**src/rtl/uart_bootloader_flash_programmer_macros.svh**
```systemverilog
// ----------------------------------------------------------------------------
// Assertion macros for the bootloader flash programmer
// Shared shorthand for the clocked properties used in the RTL.
// ----------------------------------------------------------------------------
`ifndef UART_BOOTLOADER_FLASH_PROGRAMMER_MACROS_SVH
`define UART_BOOTLOADER_FLASH_PROGRAMMER_MACROS_SVH

// Same-cycle implication, sampled on clk and held off during reset.
`define UBFP_ASSERT_NOW(label, ante, cons, msg) \
    label: assert property (@(posedge clk) disable iff (!rst_n) (ante) |-> (cons)) \
        else $error(msg);

// Next-cycle implication, sampled on clk and held off during reset.
`define UBFP_ASSERT_NEXT(label, ante, cons, msg) \
    label: assert property (@(posedge clk) disable iff (!rst_n) (ante) |=> (cons)) \
        else $error(msg);

`endif

```
**src/rtl/ubfp_pkg.sv**
```systemverilog
// ----------------------------------------------------------------------------
// ubfp_pkg
// Types and constants shared by the bootloader flash programmer modules.
// ----------------------------------------------------------------------------
package ubfp_pkg;

    localparam int PAGE_BYTES = 256;

    localparam logic [15:0] ERASE_COUNT_RESET   = 16'd700;
    localparam logic [31:0] START_ADDRESS_RESET = 32'h0800_0000;

    // Configuration register indexes.
    localparam logic [0:0] REG_ERASE_COUNT   = 1'b0;
    localparam logic [0:0] REG_START_ADDRESS = 1'b1;

    // Input item commands.
    localparam logic [1:0] CMD_START = 2'd0;
    localparam logic [1:0] CMD_READY = 2'd1;
    localparam logic [1:0] CMD_REPLY = 2'd2;
    localparam logic [1:0] CMD_IMAGE = 2'd3;

    // Reported status codes.
    localparam logic [2:0] ST_IDLE        = 3'd0;
    localparam logic [2:0] ST_SENDING     = 3'd1;
    localparam logic [2:0] ST_AWAIT_REPLY = 3'd2;
    localparam logic [2:0] ST_AWAIT_IMAGE = 3'd3;
    localparam logic [2:0] ST_DONE        = 3'd4;
    localparam logic [2:0] ST_NACK        = 3'd5;
    localparam logic [2:0] ST_UNKNOWN     = 3'd6;

    typedef struct packed {
        logic [16:0] page_index;
        logic [2:0]  status;
        logic [7:0]  tx_byte;
        logic        tx_valid;
    } result_t;

endpackage

```
**src/rtl/uart_bootloader_flash_programmer.sv**
```systemverilog
// ----------------------------------------------------------------------------
// uart_bootloader_flash_programmer
// Host-side sequencer that erases and programs a target flash over a serial
// bootloader exchange, one transmitted byte per item.
// ----------------------------------------------------------------------------
// Usage:
// Each input item carries a command in s_tuser: start session (with the image
// length), transmitter ready, reply byte arrived, or image byte supplied.
// Each accepted item yields exactly one result item on the master side with
// the byte to transmit (valid flag in m_tuser), the session status and the
// number of pages already programmed.
// An accepted item sits in the input register; its result is loaded into the result
// register once that register is free, and m_tvalid is high from then on.
// Throughput is one item per cycle while m_tready stays high; the session update
// is a single pass of short logic between the two registers.
// When the receiver stalls, the result register holds and the input register
// still takes one more item; further input waits until m_tready returns.
// Reset clears both valid flags and returns the session to idle, with the
// erase count at 700 and the start address at 0x08000000. The configuration
// port writes erase_count (index 0) and start_address (index 1) directly.
// ----------------------------------------------------------------------------
module uart_bootloader_flash_programmer (
    input  logic        clk,
    input  logic        rst_n,
    // Input items.
    input  logic        s_tvalid,
    output logic        s_tready,
    input  logic [39:0] s_tdata,   // image_bytes[23:0], reply[31:24], image_data[39:32]
    input  logic [1:0]  s_tuser,   // command[1:0]
    // Result items.
    output logic        m_tvalid,
    input  logic        m_tready,
    output logic [31:0] m_tdata,   // tx_byte[7:0], status[10:8], page_index[27:11]
    output logic [0:0]  m_tuser,   // tx_valid[0]
    // Configuration writes.
    input  logic        cfg_we,
    input  logic [0:0]  cfg_index,
    input  logic [31:0] cfg_data
);
    import ubfp_pkg::*;

    logic        in_valid_reg;
    logic [39:0] in_data_reg;
    logic [1:0]  in_cmd_reg;
    logic        out_valid_reg;
    result_t     out_data_reg;
    logic [15:0] erase_count_reg;
    logic [31:0] start_address_reg;
    logic        advance;
    result_t     core_result;

    assign advance  = in_valid_reg && (!out_valid_reg || m_tready);
    assign s_tready = !in_valid_reg || advance;

    always_ff @(posedge clk or negedge rst_n)
    begin
        if (!rst_n)
        begin
            erase_count_reg   <= ERASE_COUNT_RESET;
            start_address_reg <= START_ADDRESS_RESET;
        end
        else if (cfg_we)
        begin
            case (cfg_index)
                REG_ERASE_COUNT:   erase_count_reg   <= cfg_data[15:0];
                REG_START_ADDRESS: start_address_reg <= cfg_data;
                default:
                begin
                end
            endcase
        end
    end

    always_ff @(posedge clk or negedge rst_n)
    begin
        if (!rst_n)
        begin
            in_valid_reg  <= 1'b0;
            out_valid_reg <= 1'b0;
        end
        else
        begin
            if (s_tready)
            begin
                in_valid_reg <= s_tvalid;
            end
            if (advance)
            begin
                out_valid_reg <= 1'b1;
            end
            else if (m_tready)
            begin
                out_valid_reg <= 1'b0;
            end
        end
    end

    always_ff @(posedge clk)
    begin
        if (s_tready && s_tvalid)
        begin
            in_data_reg <= s_tdata;
            in_cmd_reg  <= s_tuser;
        end
        if (advance)
        begin
            out_data_reg <= core_result;
        end
    end

    ubfp_core u_core (
        .clk           (clk),
        .rst_n         (rst_n),
        .step          (advance),
        .command       (in_cmd_reg),
        .image_bytes   (in_data_reg[23:0]),
        .reply         (in_data_reg[31:24]),
        .image_data    (in_data_reg[39:32]),
        .erase_count   (erase_count_reg),
        .start_address (start_address_reg),
        .result        (core_result)
    );

    assign m_tvalid   = out_valid_reg;
    assign m_tdata    = {4'd0, out_data_reg.page_index, out_data_reg.status,
                         out_data_reg.tx_byte};
    assign m_tuser[0] = out_data_reg.tx_valid;

endmodule

```
**src/rtl/ubfp_core.sv**
```systemverilog
// ----------------------------------------------------------------------------
// ubfp_core
// Session state and per-item sequencing of the bootloader exchange.
// ----------------------------------------------------------------------------
`include "uart_bootloader_flash_programmer_macros.svh"

module ubfp_core (
    input  logic               clk,
    input  logic               rst_n,
    input  logic               step,
    input  logic [1:0]         command,
    input  logic [23:0]        image_bytes,
    input  logic [7:0]         reply,
    input  logic [7:0]         image_data,
    input  logic [15:0]        erase_count,
    input  logic [31:0]        start_address,
    output ubfp_pkg::result_t  result
);
    import ubfp_pkg::*;

    localparam logic [3:0] PH_IDLE    = 4'd0;
    localparam logic [3:0] PH_SYNC    = 4'd1;
    localparam logic [3:0] PH_W_SYNC  = 4'd2;
    localparam logic [3:0] PH_ECMD    = 4'd3;
    localparam logic [3:0] PH_W_ECMD  = 4'd4;
    localparam logic [3:0] PH_ELIST   = 4'd5;
    localparam logic [3:0] PH_W_ELIST = 4'd6;
    localparam logic [3:0] PH_WCMD    = 4'd7;
    localparam logic [3:0] PH_W_WCMD  = 4'd8;
    localparam logic [3:0] PH_ADDR    = 4'd9;
    localparam logic [3:0] PH_W_ADDR  = 4'd10;
    localparam logic [3:0] PH_PAGE    = 4'd11;
    localparam logic [3:0] PH_W_PAGE  = 4'd12;
    localparam logic [3:0] PH_DONE    = 4'd13;
    localparam logic [3:0] PH_NACK    = 4'd14;
    localparam logic [3:0] PH_UNK     = 4'd15;

    localparam logic [7:0]  SYNC_BYTE  = 8'h7F;
    localparam logic [7:0]  ERASE_B0   = 8'h44;
    localparam logic [7:0]  ERASE_B1   = 8'hBB;
    localparam logic [7:0]  WRITE_B0   = 8'h31;
    localparam logic [7:0]  WRITE_B1   = 8'hCE;
    localparam logic [7:0]  ACK_BYTE   = 8'h79;
    localparam logic [7:0]  NACK_BYTE  = 8'h1F;
    localparam logic [7:0]  LEN_BYTE   = 8'(PAGE_BYTES - 1);
    localparam logic [17:0] PAGE_STEPS = 18'(PAGE_BYTES);

    logic [3:0]  phase_reg,  phase_next;
    logic [17:0] step_reg,   step_next;
    logic [7:0]  xor_reg,    xor_next;
    logic [31:0] addr_reg,   addr_next;
    logic [16:0] done_reg,   done_next;
    logic [16:0] total_reg,  total_next;

    logic [17:0] elist_last;
    logic [17:0] elist_k;
    logic [16:0] elist_pg;
    logic [7:0]  elist_byte;
    logic [7:0]  addr_byte;
    logic [24:0] len_round;
    logic [24:0] len_pages;
    logic [16:0] pages_sat;
    logic [16:0] done_inc;
    logic        waiting;
    logic        page_data;
    logic        tx_valid;
    logic [7:0]  tx_byte;

    function automatic logic [2:0] phase_status(input logic [3:0] ph, input logic [17:0] st);
        logic [2:0] code;
        case (ph)
            PH_IDLE:  code = ST_IDLE;
            PH_SYNC, PH_ECMD, PH_ELIST, PH_WCMD, PH_ADDR:
                code = ST_SENDING;
            PH_PAGE:  code = (st >= 18'd1 && st <= PAGE_STEPS) ? ST_AWAIT_IMAGE : ST_SENDING;
            PH_DONE:  code = ST_DONE;
            PH_NACK:  code = ST_NACK;
            PH_UNK:   code = ST_UNKNOWN;
            default:  code = ST_AWAIT_REPLY;
        endcase
        return code;
    endfunction

    // Erase list: count high, count low, then each page number big-endian.
    assign elist_last = {1'b0, erase_count, 1'b0} + 18'd4;
    assign elist_k    = step_reg - 18'd2;
    assign elist_pg   = elist_k[17:1];
    always_comb
    begin
        case (step_reg)
            18'd0:   elist_byte = erase_count[15:8];
            18'd1:   elist_byte = erase_count[7:0];
            default: elist_byte = elist_k[0] ? elist_pg[7:0] : elist_pg[15:8];
        endcase
    end

    always_comb
    begin
        case (step_reg[1:0])
            2'd0:    addr_byte = addr_reg[31:24];
            2'd1:    addr_byte = addr_reg[23:16];
            2'd2:    addr_byte = addr_reg[15:8];
            default: addr_byte = addr_reg[7:0];
        endcase
    end

    assign len_round = {1'b0, image_bytes} + 25'(PAGE_BYTES - 1);
    assign len_pages = len_round / 25'(PAGE_BYTES);
    assign pages_sat = (len_pages > 25'h1FFFF) ? 17'h1FFFF : len_pages[16:0];
    assign done_inc  = done_reg + 17'd1;

    assign waiting = (phase_reg == PH_W_SYNC) || (phase_reg == PH_W_ECMD) ||
                     (phase_reg == PH_W_ELIST) || (phase_reg == PH_W_WCMD) ||
                     (phase_reg == PH_W_ADDR) || (phase_reg == PH_W_PAGE);
    assign page_data = (phase_reg == PH_PAGE) && (step_reg >= 18'd1) &&
                       (step_reg <= PAGE_STEPS);

    always_comb
    begin
        phase_next = phase_reg;
        step_next  = step_reg;
        xor_next   = xor_reg;
        addr_next  = addr_reg;
        done_next  = done_reg;
        total_next = total_reg;
        tx_valid   = 1'b0;
        tx_byte    = 8'd0;
        case (command)
            CMD_START:
            begin
                total_next = pages_sat;
                done_next  = 17'd0;
                addr_next  = start_address;
                phase_next = PH_SYNC;
                step_next  = 18'd0;
                xor_next   = 8'd0;
            end
            CMD_READY:
            begin
                case (phase_reg)
                    PH_SYNC:
                    begin
                        tx_valid   = 1'b1;
                        tx_byte    = SYNC_BYTE;
                        phase_next = PH_W_SYNC;
                        step_next  = 18'd0;
                        xor_next   = 8'd0;
                    end
                    PH_ECMD, PH_WCMD:
                    begin
                        tx_valid = 1'b1;
                        if (phase_reg == PH_ECMD)
                        begin
                            tx_byte = (step_reg == 18'd0) ? ERASE_B0 : ERASE_B1;
                        end
                        else
                        begin
                            tx_byte = (step_reg == 18'd0) ? WRITE_B0 : WRITE_B1;
                        end
                        step_next = step_reg + 18'd1;
                        if (step_reg != 18'd0)
                        begin
                            phase_next = (phase_reg == PH_ECMD) ? PH_W_ECMD : PH_W_WCMD;
                            step_next  = 18'd0;
                            xor_next   = 8'd0;
                        end
                    end
                    PH_ELIST:
                    begin
                        tx_valid = 1'b1;
                        if (step_reg >= elist_last)
                        begin
                            tx_byte    = xor_reg;
                            phase_next = PH_W_ELIST;
                            step_next  = 18'd0;
                            xor_next   = 8'd0;
                        end
                        else
                        begin
                            tx_byte   = elist_byte;
                            xor_next  = xor_reg ^ elist_byte;
                            step_next = step_reg + 18'd1;
                        end
                    end
                    PH_ADDR:
                    begin
                        tx_valid = 1'b1;
                        if (step_reg >= 18'd4)
                        begin
                            tx_byte    = xor_reg;
                            phase_next = PH_W_ADDR;
                            step_next  = 18'd0;
                            xor_next   = 8'd0;
                        end
                        else
                        begin
                            tx_byte   = addr_byte;
                            xor_next  = xor_reg ^ addr_byte;
                            step_next = step_reg + 18'd1;
                        end
                    end
                    PH_PAGE:
                    begin
                        if (step_reg == 18'd0)
                        begin
                            tx_valid  = 1'b1;
                            tx_byte   = LEN_BYTE;
                            xor_next  = xor_reg ^ LEN_BYTE;
                            step_next = 18'd1;
                        end
                        else if (step_reg > PAGE_STEPS)
                        begin
                            tx_valid   = 1'b1;
                            tx_byte    = xor_reg;
                            phase_next = PH_W_PAGE;
                            step_next  = 18'd0;
                            xor_next   = 8'd0;
                        end
                    end
                    default:
                    begin
                    end
                endcase
            end
            CMD_REPLY:
            begin
                if (waiting)
                begin
                    step_next = 18'd0;
                    xor_next  = 8'd0;
                    if (reply == ACK_BYTE)
                    begin
                        case (phase_reg)
                            PH_W_SYNC:  phase_next = PH_ECMD;
                            PH_W_ECMD:  phase_next = PH_ELIST;
                            PH_W_ELIST: phase_next = (total_reg != 17'd0) ? PH_WCMD : PH_DONE;
                            PH_W_WCMD:  phase_next = PH_ADDR;
                            PH_W_ADDR:  phase_next = PH_PAGE;
                            default:
                            begin
                                // Page acknowledged: advance to the next page or finish.
                                done_next  = done_inc;
                                addr_next  = addr_reg + 32'(PAGE_BYTES);
                                phase_next = (done_inc >= total_reg) ? PH_DONE : PH_WCMD;
                            end
                        endcase
                    end
                    else if (reply == NACK_BYTE)
                    begin
                        phase_next = PH_NACK;
                    end
                    else
                    begin
                        phase_next = PH_UNK;
                    end
                end
            end
            default:
            begin
                if (page_data)
                begin
                    tx_valid  = 1'b1;
                    tx_byte   = image_data;
                    xor_next  = xor_reg ^ image_data;
                    step_next = step_reg + 18'd1;
                end
            end
        endcase
    end

    assign result.tx_valid   = tx_valid;
    assign result.tx_byte    = tx_byte;
    assign result.status     = phase_status(phase_next, step_next);
    assign result.page_index = done_next;

    always_ff @(posedge clk or negedge rst_n)
    begin
        if (!rst_n)
        begin
            phase_reg <= PH_IDLE;
            step_reg  <= 18'd0;
            xor_reg   <= 8'd0;
            addr_reg  <= 32'd0;
            done_reg  <= 17'd0;
            total_reg <= 17'd0;
        end
        else if (step)
        begin
            phase_reg <= phase_next;
            step_reg  <= step_next;
            xor_reg   <= xor_next;
            addr_reg  <= addr_next;
            done_reg  <= done_next;
            total_reg <= total_next;
        end
    end

    `UBFP_ASSERT_NEXT(a_start_restarts, step && command == CMD_START, phase_reg == PH_SYNC && done_reg == 17'd0, "start did not restart the session")
    `UBFP_ASSERT_NEXT(a_hold_without_step, !step, $stable(phase_reg) && $stable(step_reg) && $stable(done_reg), "session state moved without an item")
    `UBFP_ASSERT_NOW(a_pages_bounded, 1'b1, done_reg <= total_reg, "more pages programmed than the image holds")
    `UBFP_ASSERT_NOW(a_page_step_bounded, phase_reg == PH_PAGE, step_reg <= PAGE_STEPS + 18'd1, "page byte counter overran")
    `UBFP_ASSERT_NOW(a_tx_status, step && result.tx_valid, result.status == ST_SENDING || result.status == ST_AWAIT_REPLY || result.status == ST_AWAIT_IMAGE, "byte sent outside an active session")

endmodule

```
**config.mk**
```make
export PLATFORM = sky130hd
export DESIGN_NAME = uart_bootloader_flash_programmer
export DESIGN_NICKNAME = d
export VERILOG_FILES = /design/src/rtl/ubfp_pkg.sv /design/src/rtl/uart_bootloader_flash_programmer.sv /design/src/rtl/ubfp_core.sv
export VERILOG_INCLUDE_DIRS = /design/src /design/src/rtl
export SDC_FILE = /design/constraint.sdc
export NUM_CORES = 1
export LEC_CHECK = 0
export ABC_AREA = 1
export BUFFER_PORTS_ARGS = -buffer_cell sky130_fd_sc_hd__buf_4
export CORE_MARGIN = 1
export CORE_UTILIZATION = 55
export CTS_BUF_LIST = sky130_fd_sc_hd__clkbuf_16
export DETAILED_ROUTE_END_ITERATION = 12
export PLACE_DENSITY = 0.75
export SLEW_MARGIN = 30
export SYNTH_ARGS = -nofsm -noshare
export SYNTH_HDL_FRONTEND = slang
export SYNTH_SLANG_ARGS = --single-unit
```
**constraint.sdc**
```tcl
create_clock -name clk -period 3.9 [get_ports clk]
set_clock_uncertainty 0.05 [all_clocks]
set_input_delay 0.78 -clock clk [delete_from_list [all_inputs] [get_ports clk]]
set_output_delay 0.78 -clock clk [all_outputs]
set_load 0.01 [all_outputs]
```
After elaboration in Yosys (flattened, before gate mapping)
Cells that the tools add are included.
{"block": "totals", "register_bits": 217, "out_inout_bits": 35}
{"block": "op_classes", "add_sub_neg": 6, "n_lt_le_gt_ge": 9, "eq_ne": 34, "mux": 63, "bitwise_logic": 5, "n_reduce_logical": 33}
{"op": "two-way mux 8 bit", "n": 16}
{"op": "two-way mux 18 bit", "n": 7}
{"op": "two-way mux 32 bit", "n": 3}
{"op": "case mux 18 bit (5 select lines)", "n": 1}
{"op": "case mux 8 bit (5 select lines)", "n": 2}
{"op": "two-way mux 17 bit", "n": 4}
{"op": "case mux 32 bit (2 select lines)", "n": 1}
{"op": "case mux 18 bit (3 select lines)", "n": 1}
{"op": "case mux 8 bit (3 select lines)", "n": 2}
{"op": "equality test 4 bit (second input constant)", "n": 10}
{"op": "two-way mux 4 bit", "n": 10}
{"op": "case mux 4 bit (5 select lines)", "n": 2}
{"op": "greater-or-equal comparator 18 x 1 -> 1 bit (second input constant)", "n": 2}
{"op": "<= comparator 18 x 9 -> 1 bit (second input constant)", "n": 2}
{"op": "case mux 17 bit (2 select lines)", "n": 1}
{"op": "adder 32 x 9 -> 32 bit (second input constant)", "n": 1}
{"op": "case mux 8 bit (2 select lines)", "n": 2}
{"op": "adder 24 x 8 -> 25 bit (second input constant)", "n": 1}
{"op": "equality test 4 x 3 -> 1 bit (second input constant)", "n": 6}
{"op": "XOR 8 bit", "n": 3}
{"op": "adder 17 x 3 -> 18 bit (second input constant)", "n": 1}
{"op": "adder 18 x 1 -> 18 bit (second input constant)", "n": 1}
{"op": "equality test 18 x 1 -> 1 bit (second input constant)", "n": 1}
{"op": "greater-or-equal comparator 18 bit", "n": 1}
{"op": "39 further kinds", "n": 69}

Longest topological paths before layout
{"block": "logic_depth", "depth_word": 12, "depth_mapped": 32, "depth_no_buf": 32}

Cells and area by module
A second synthesis with hierarchy kept.
{"block": "hier_totals", "hier_cells": 1834, "area_unflattened_um2": 13993.4}
{"mod": "ubfp_core", "n_inst": 1, "cells_each": 1537, "area_each_um2": 9839.4, "seq_area_each_um2": 2402.3}
{"mod": "uart_bootloader_flash_programmer", "n_inst": 1, "cells_each": 297, "area_each_um2": 4154.0, "seq_area_each_um2": 3392.0}

Worst setup path before layout
No wires, ideal clock.
{"block": "synth_path", "path_kind": "flip-flop to flip-flop", "from": "reg erase_count_reg[2]", "to": "reg out_data_reg, in the netlist m_tdata[9], data pin", "setup_time_ns": 0.252, "arrival_time_ns": 3.367, "t_required_ns": 3.598, "path_slack_ns": 0.231, "path_stages_with_launch": 29, "period_less_slack_ns": 3.669, "path_cell_list": "dfstp_2 ha_1 nand2_1 nor2_1 nand3_1 nor3_1 nand2_1 nor2_1 nand3_1 nor2_1 xor2_1 ha_1 nand2_1 nor2_1 nand3_1 inv_1 nand2_1 nand3_1 nand2_2 nand2_1 nand2_1 nand2_1 nand3b_4 nor2_1 nand2_1 nor2_1 nor2_1 nand2_1 nand2_1"}
{"item": "from (decl)", "line": "uart_bootloader_flash_programmer.sv:47", "text": "logic [15:0] erase_count_reg;"}
{"item": "from (signal assigned)", "line": "uart_bootloader_flash_programmer.sv:65", "text": "REG_ERASE_COUNT: erase_count_reg <= cfg_data[15:0];"}
{"item": "to (signal assigned)", "line": "uart_bootloader_flash_programmer.sv:107", "text": "out_data_reg <= core_result;"}
{"item": "to (decl)", "line": "uart_bootloader_flash_programmer.sv:46", "text": "result_t out_data_reg;"}

==> results by group <==
Floorplan
  – Initial core utilization: 0.5670
  – Die area: around 26000 sq um
  – Core box area: 24600 sq um
  – Die extent in y: 161.3 microns
  – Number of I/O pins: 115
  – FP Rows: 57
  – DIE WIDTH: 161.3 microns

CTS
  – Max Root-Sink Buffers: 3
  – H-tree Lvls: 1
  – Clk root buf: clkbuf_16
  – CTS tree: done
  – Num CTS Buffers: 24
  – Clock-pin slew on the worst setup and hold paths: 60 ps
  – Clock sink count: about 220
  – Worst skew pair latency: 530 ps

STA
  – Period minus WS final: ~3900 ps
  – Fmax: ~250 MHz
  – Final WS setup: -30.21 ps
  – Final hold slack: between 100 and 150 ps
  – Setup violators final: 1
  – RSZ-0062 raised after global routing: yes
  – Slew Limit Fails: 0
  – Slew headroom: 0.3589
  – Final Hold Fails: 0
  – Fin crit share: 1.008
  – Worst Tran Pin Value: 961.6 ps

Global routing
  – First-pass GRT wire length: 63710 microns
  – GRT Resource Usage Total: 0.3084
  – Number of global-route vias before repair: 12240
  – Total gr overflow: 0
  – Largest net degree at the start of global routing: 118
  – Initial antenna violation count: 0

Place
  – Pre-CTS setup slack: -106.2 ps
  – Post-DP HPWL: 29010 microns
  – GPL Wtd Cong: approximately 0.97
  – Inst Count DP: 2263
  – Port bufs: 110

Routing
  – Routed WL: 40170 microns
  – Wire per inst: 17.30 microns
  – 1st-pass router iterations: 6
  – DR vias: 13130
  – Via/cell ratio: roughly 5.7
  – Post-route ant nets: 0
  – Iter 0 DRT Violations: 1146
  – # DRC: 0

Synth
  – Ys Warns: 0
  – Fraction of post-synthesis cell area in the top cell type by area: 0.2493
  – Number of synthesized flops with an enable pin: 71
  – Most frequent cell after synthesis: nand2_1
  – Synth area leader: dfrtp_1
  – Post-synthesis register bit count: 217
  – Post-synthesis sequential area ratio: 0.4153
  – Mapped Area: 13950 sq um
  – Post-Synthesis Mean Instance Area: 7.550 sq um
  – Fraction of registers with async set/reset: 0.6728
  – Top post-synthesis cells by area: dfrtp_1 (25%), edfxtp_1 (15%), nand2_1 (13%)
  – Cells after Synth: 1848
  – Main synth FF type: dfrtp_1
  – Distinct cells, synth: 61
  – Commonest cells post-synth: nand2_1 (493), inv_1 (223), o21ai_0 (174), nor2_1 (164), dfrtp_1 (139)

Worst setup path
  – Crit path DAT: 4160 ps
  – Critical path capture point type: register
  – Startpoint Class: register
  – CP required: 4130 ps
  – Worst reg2reg startpoint: erase_count_reg[2]
  – Type of the worst setup path: reg -> reg
  – Worst Setup SP: erase_count_reg[2]
  – Max FO, Critical Path: 3

Finish
  – Final net count: 2104
  – Finished Layout Cells: approximately 2300
  – Inserted Diodes: 0
  – Area growth syn-to-layout: 18.24%
  – Layout cells sized above 1: 0.1752
  – Max FFs per register: 40

Outcome
  – Failing checks: negative setup slack
  – Status: finished, violations left

Pwr
  – Peak supply drop: 0.4067 mV
  – NetSw: 4.752 mW
  – Clock power share: 0.220
  – Pint: 5.976 mW
  – Pwr per Cell Area: 650.2 nW/um^2
  – Combinational Power Share: 0.445
  – Switching share of total power: 0.4430
  – LEAKAGE: 7.843 nW
  – Sequential group share of total power: 0.334
  – Total power: 10.73 mW

Min path
  – Worst hold path class: in -> async

Flow run
  – Max-cap violation count: 0
[cell families (layout without fill, tap and decap cells)]
| logic type | Yosys count | after routing | synth area share |
|---|---|---|---|
| xor gates and xnor gates | 57 | 57 | 0.03578 |
| other | 1 | 4 | 0.0002688 |
| AOI/OAI and AO/OA | 354 | 354 | 0.1420 |
| DFF | 217 | 217 | 0.4153 |
| buffers and inverters | 302 | 449 | 0.08842 |
| and+or+nand+nor | 868 | 868 | 0.2748 |
| adders and majority gates | 44 | 44 | 0.03946 |
| muxes | 5 | 5 | 0.004035 |
[repair_timing]
item,in CTS,in global routing
pin swaps,2,58
buffers inserted,0,14
gates resized for setup,6,93
endpoints found under the setup margin,2,27
hold buffers,0,0
[layer usage]
layer | global-route usage | up-vias | wire (microns)
met1 | 0.4221 | 6103 | 16620
li1 | - | 6342 | -
met4 | 0.1021 | 0 | 1370
met2 | 0.5127 | 586 | 19120
met5 | 0 | - | 0
met3 | 0.03313 | 101 | 3052
[power by group through the flow]
stage	registers [mW]	clock network, mW	logic (mW)
2_1_floorplan	3.28	0	3.30
3_3_place_gp	3.57	0	4.31
3_5_place_dp	3.59	0	4.39
4_1_cts	3.55	2.39	4.43
5_1_grt	3.64	2.47	5.31
6_report	3.59	2.36	4.78
[critical path, cell delays in order (launching register included)]
cell and delay (ps):
dfstp_2 570, ha_4 160, nand2_4 50, nor2_4 120, nand3_2 90, nor3_2 180, nand2_1 80, nor2_2 130
nand3_2 100, nor2_2 120, xor2_1 180, ha_1 270, nand2_2 110, a21oi_2 50, nor2_1 130, nand2_1 110
nor2_4 210, nand3_4 140, nand3b_1 150, nand2_1 80, nand2_2 90, nand2_2 80, buf_4 130, nand4_1 80
o21ai_1 90, inv_1 70, nand2_1 50
[final timing paths]
kind / endpoint / slack, ps / cells past startpoint
worst max-delay path: m_tdata[9] / -30 / 26
worst min-delay path: start_address_reg[29] / 110 / 1
worst max register to register: m_tdata[9] / -30 / 26
worst min register to register: u_core.addr_reg[0] / 430 / 2
max in group asynchronous: u_core.step_reg[16] / 2650 / 3
min in group clk: in_data_reg[1] / 370 / 1
[layout make-up]
cell class,count,area [sq um]
inverter,237,897.1
timing repair buffer,168,1319
tap,324,405.4
multi-input combinational,1332,7247
fill,2125,8108
sequential,217,5794
clock inverter,18,183.9
clock buffer,26,650.6
[cells in the final DEF (no fill, tap or decap), types with 8 or more instances in the layout]
| master | synthesis | routed |
|---|---|---|
| nand3_2 | 2 | 9 |
| nand3_1 | 97 | 88 |
| a31oi_1 | 9 | 9 |
| nor2_1 | 164 | 146 |
| a21oi_1 | 75 | 72 |
| clkbuf_16 | 0 | 26 |
| inv_1 | 223 | 219 |
| o22ai_1 | 33 | 32 |
| xor2_1 | 52 | 51 |
| o21ai_1 | 10 | 18 |
| o211ai_1 | 17 | 17 |
| o21ai_0 | 174 | 166 |
| nor2_4 | 13 | 21 |
| buf_4 | 9 | 159 |
| nand2_4 | 2 | 8 |
| inv_2 | 10 | 14 |
| ha_1 | 44 | 41 |
| nand4_1 | 28 | 28 |
| dfrtp_1 | 139 | 139 |
| nor2_2 | 9 | 19 |
| edfxtp_1 | 71 | 71 |
| nor3_1 | 24 | 19 |
| nand2_2 | 6 | 16 |
| nand2_1 | 493 | 477 |
| clkinv_2 | 0 | 9 |
[through the flow]
stage               area (sq um)  utilization  TNS [ps]
finish                     16500       0.6705    -30.21
global route               16500       0.6705     -1634
global placement           15190       0.6172         0
floorplan                  13960            -         0
detailed placement         15190       0.6174    -106.2
CTS                        16050       0.6521         0
Power figures use the tool's default switching activity.
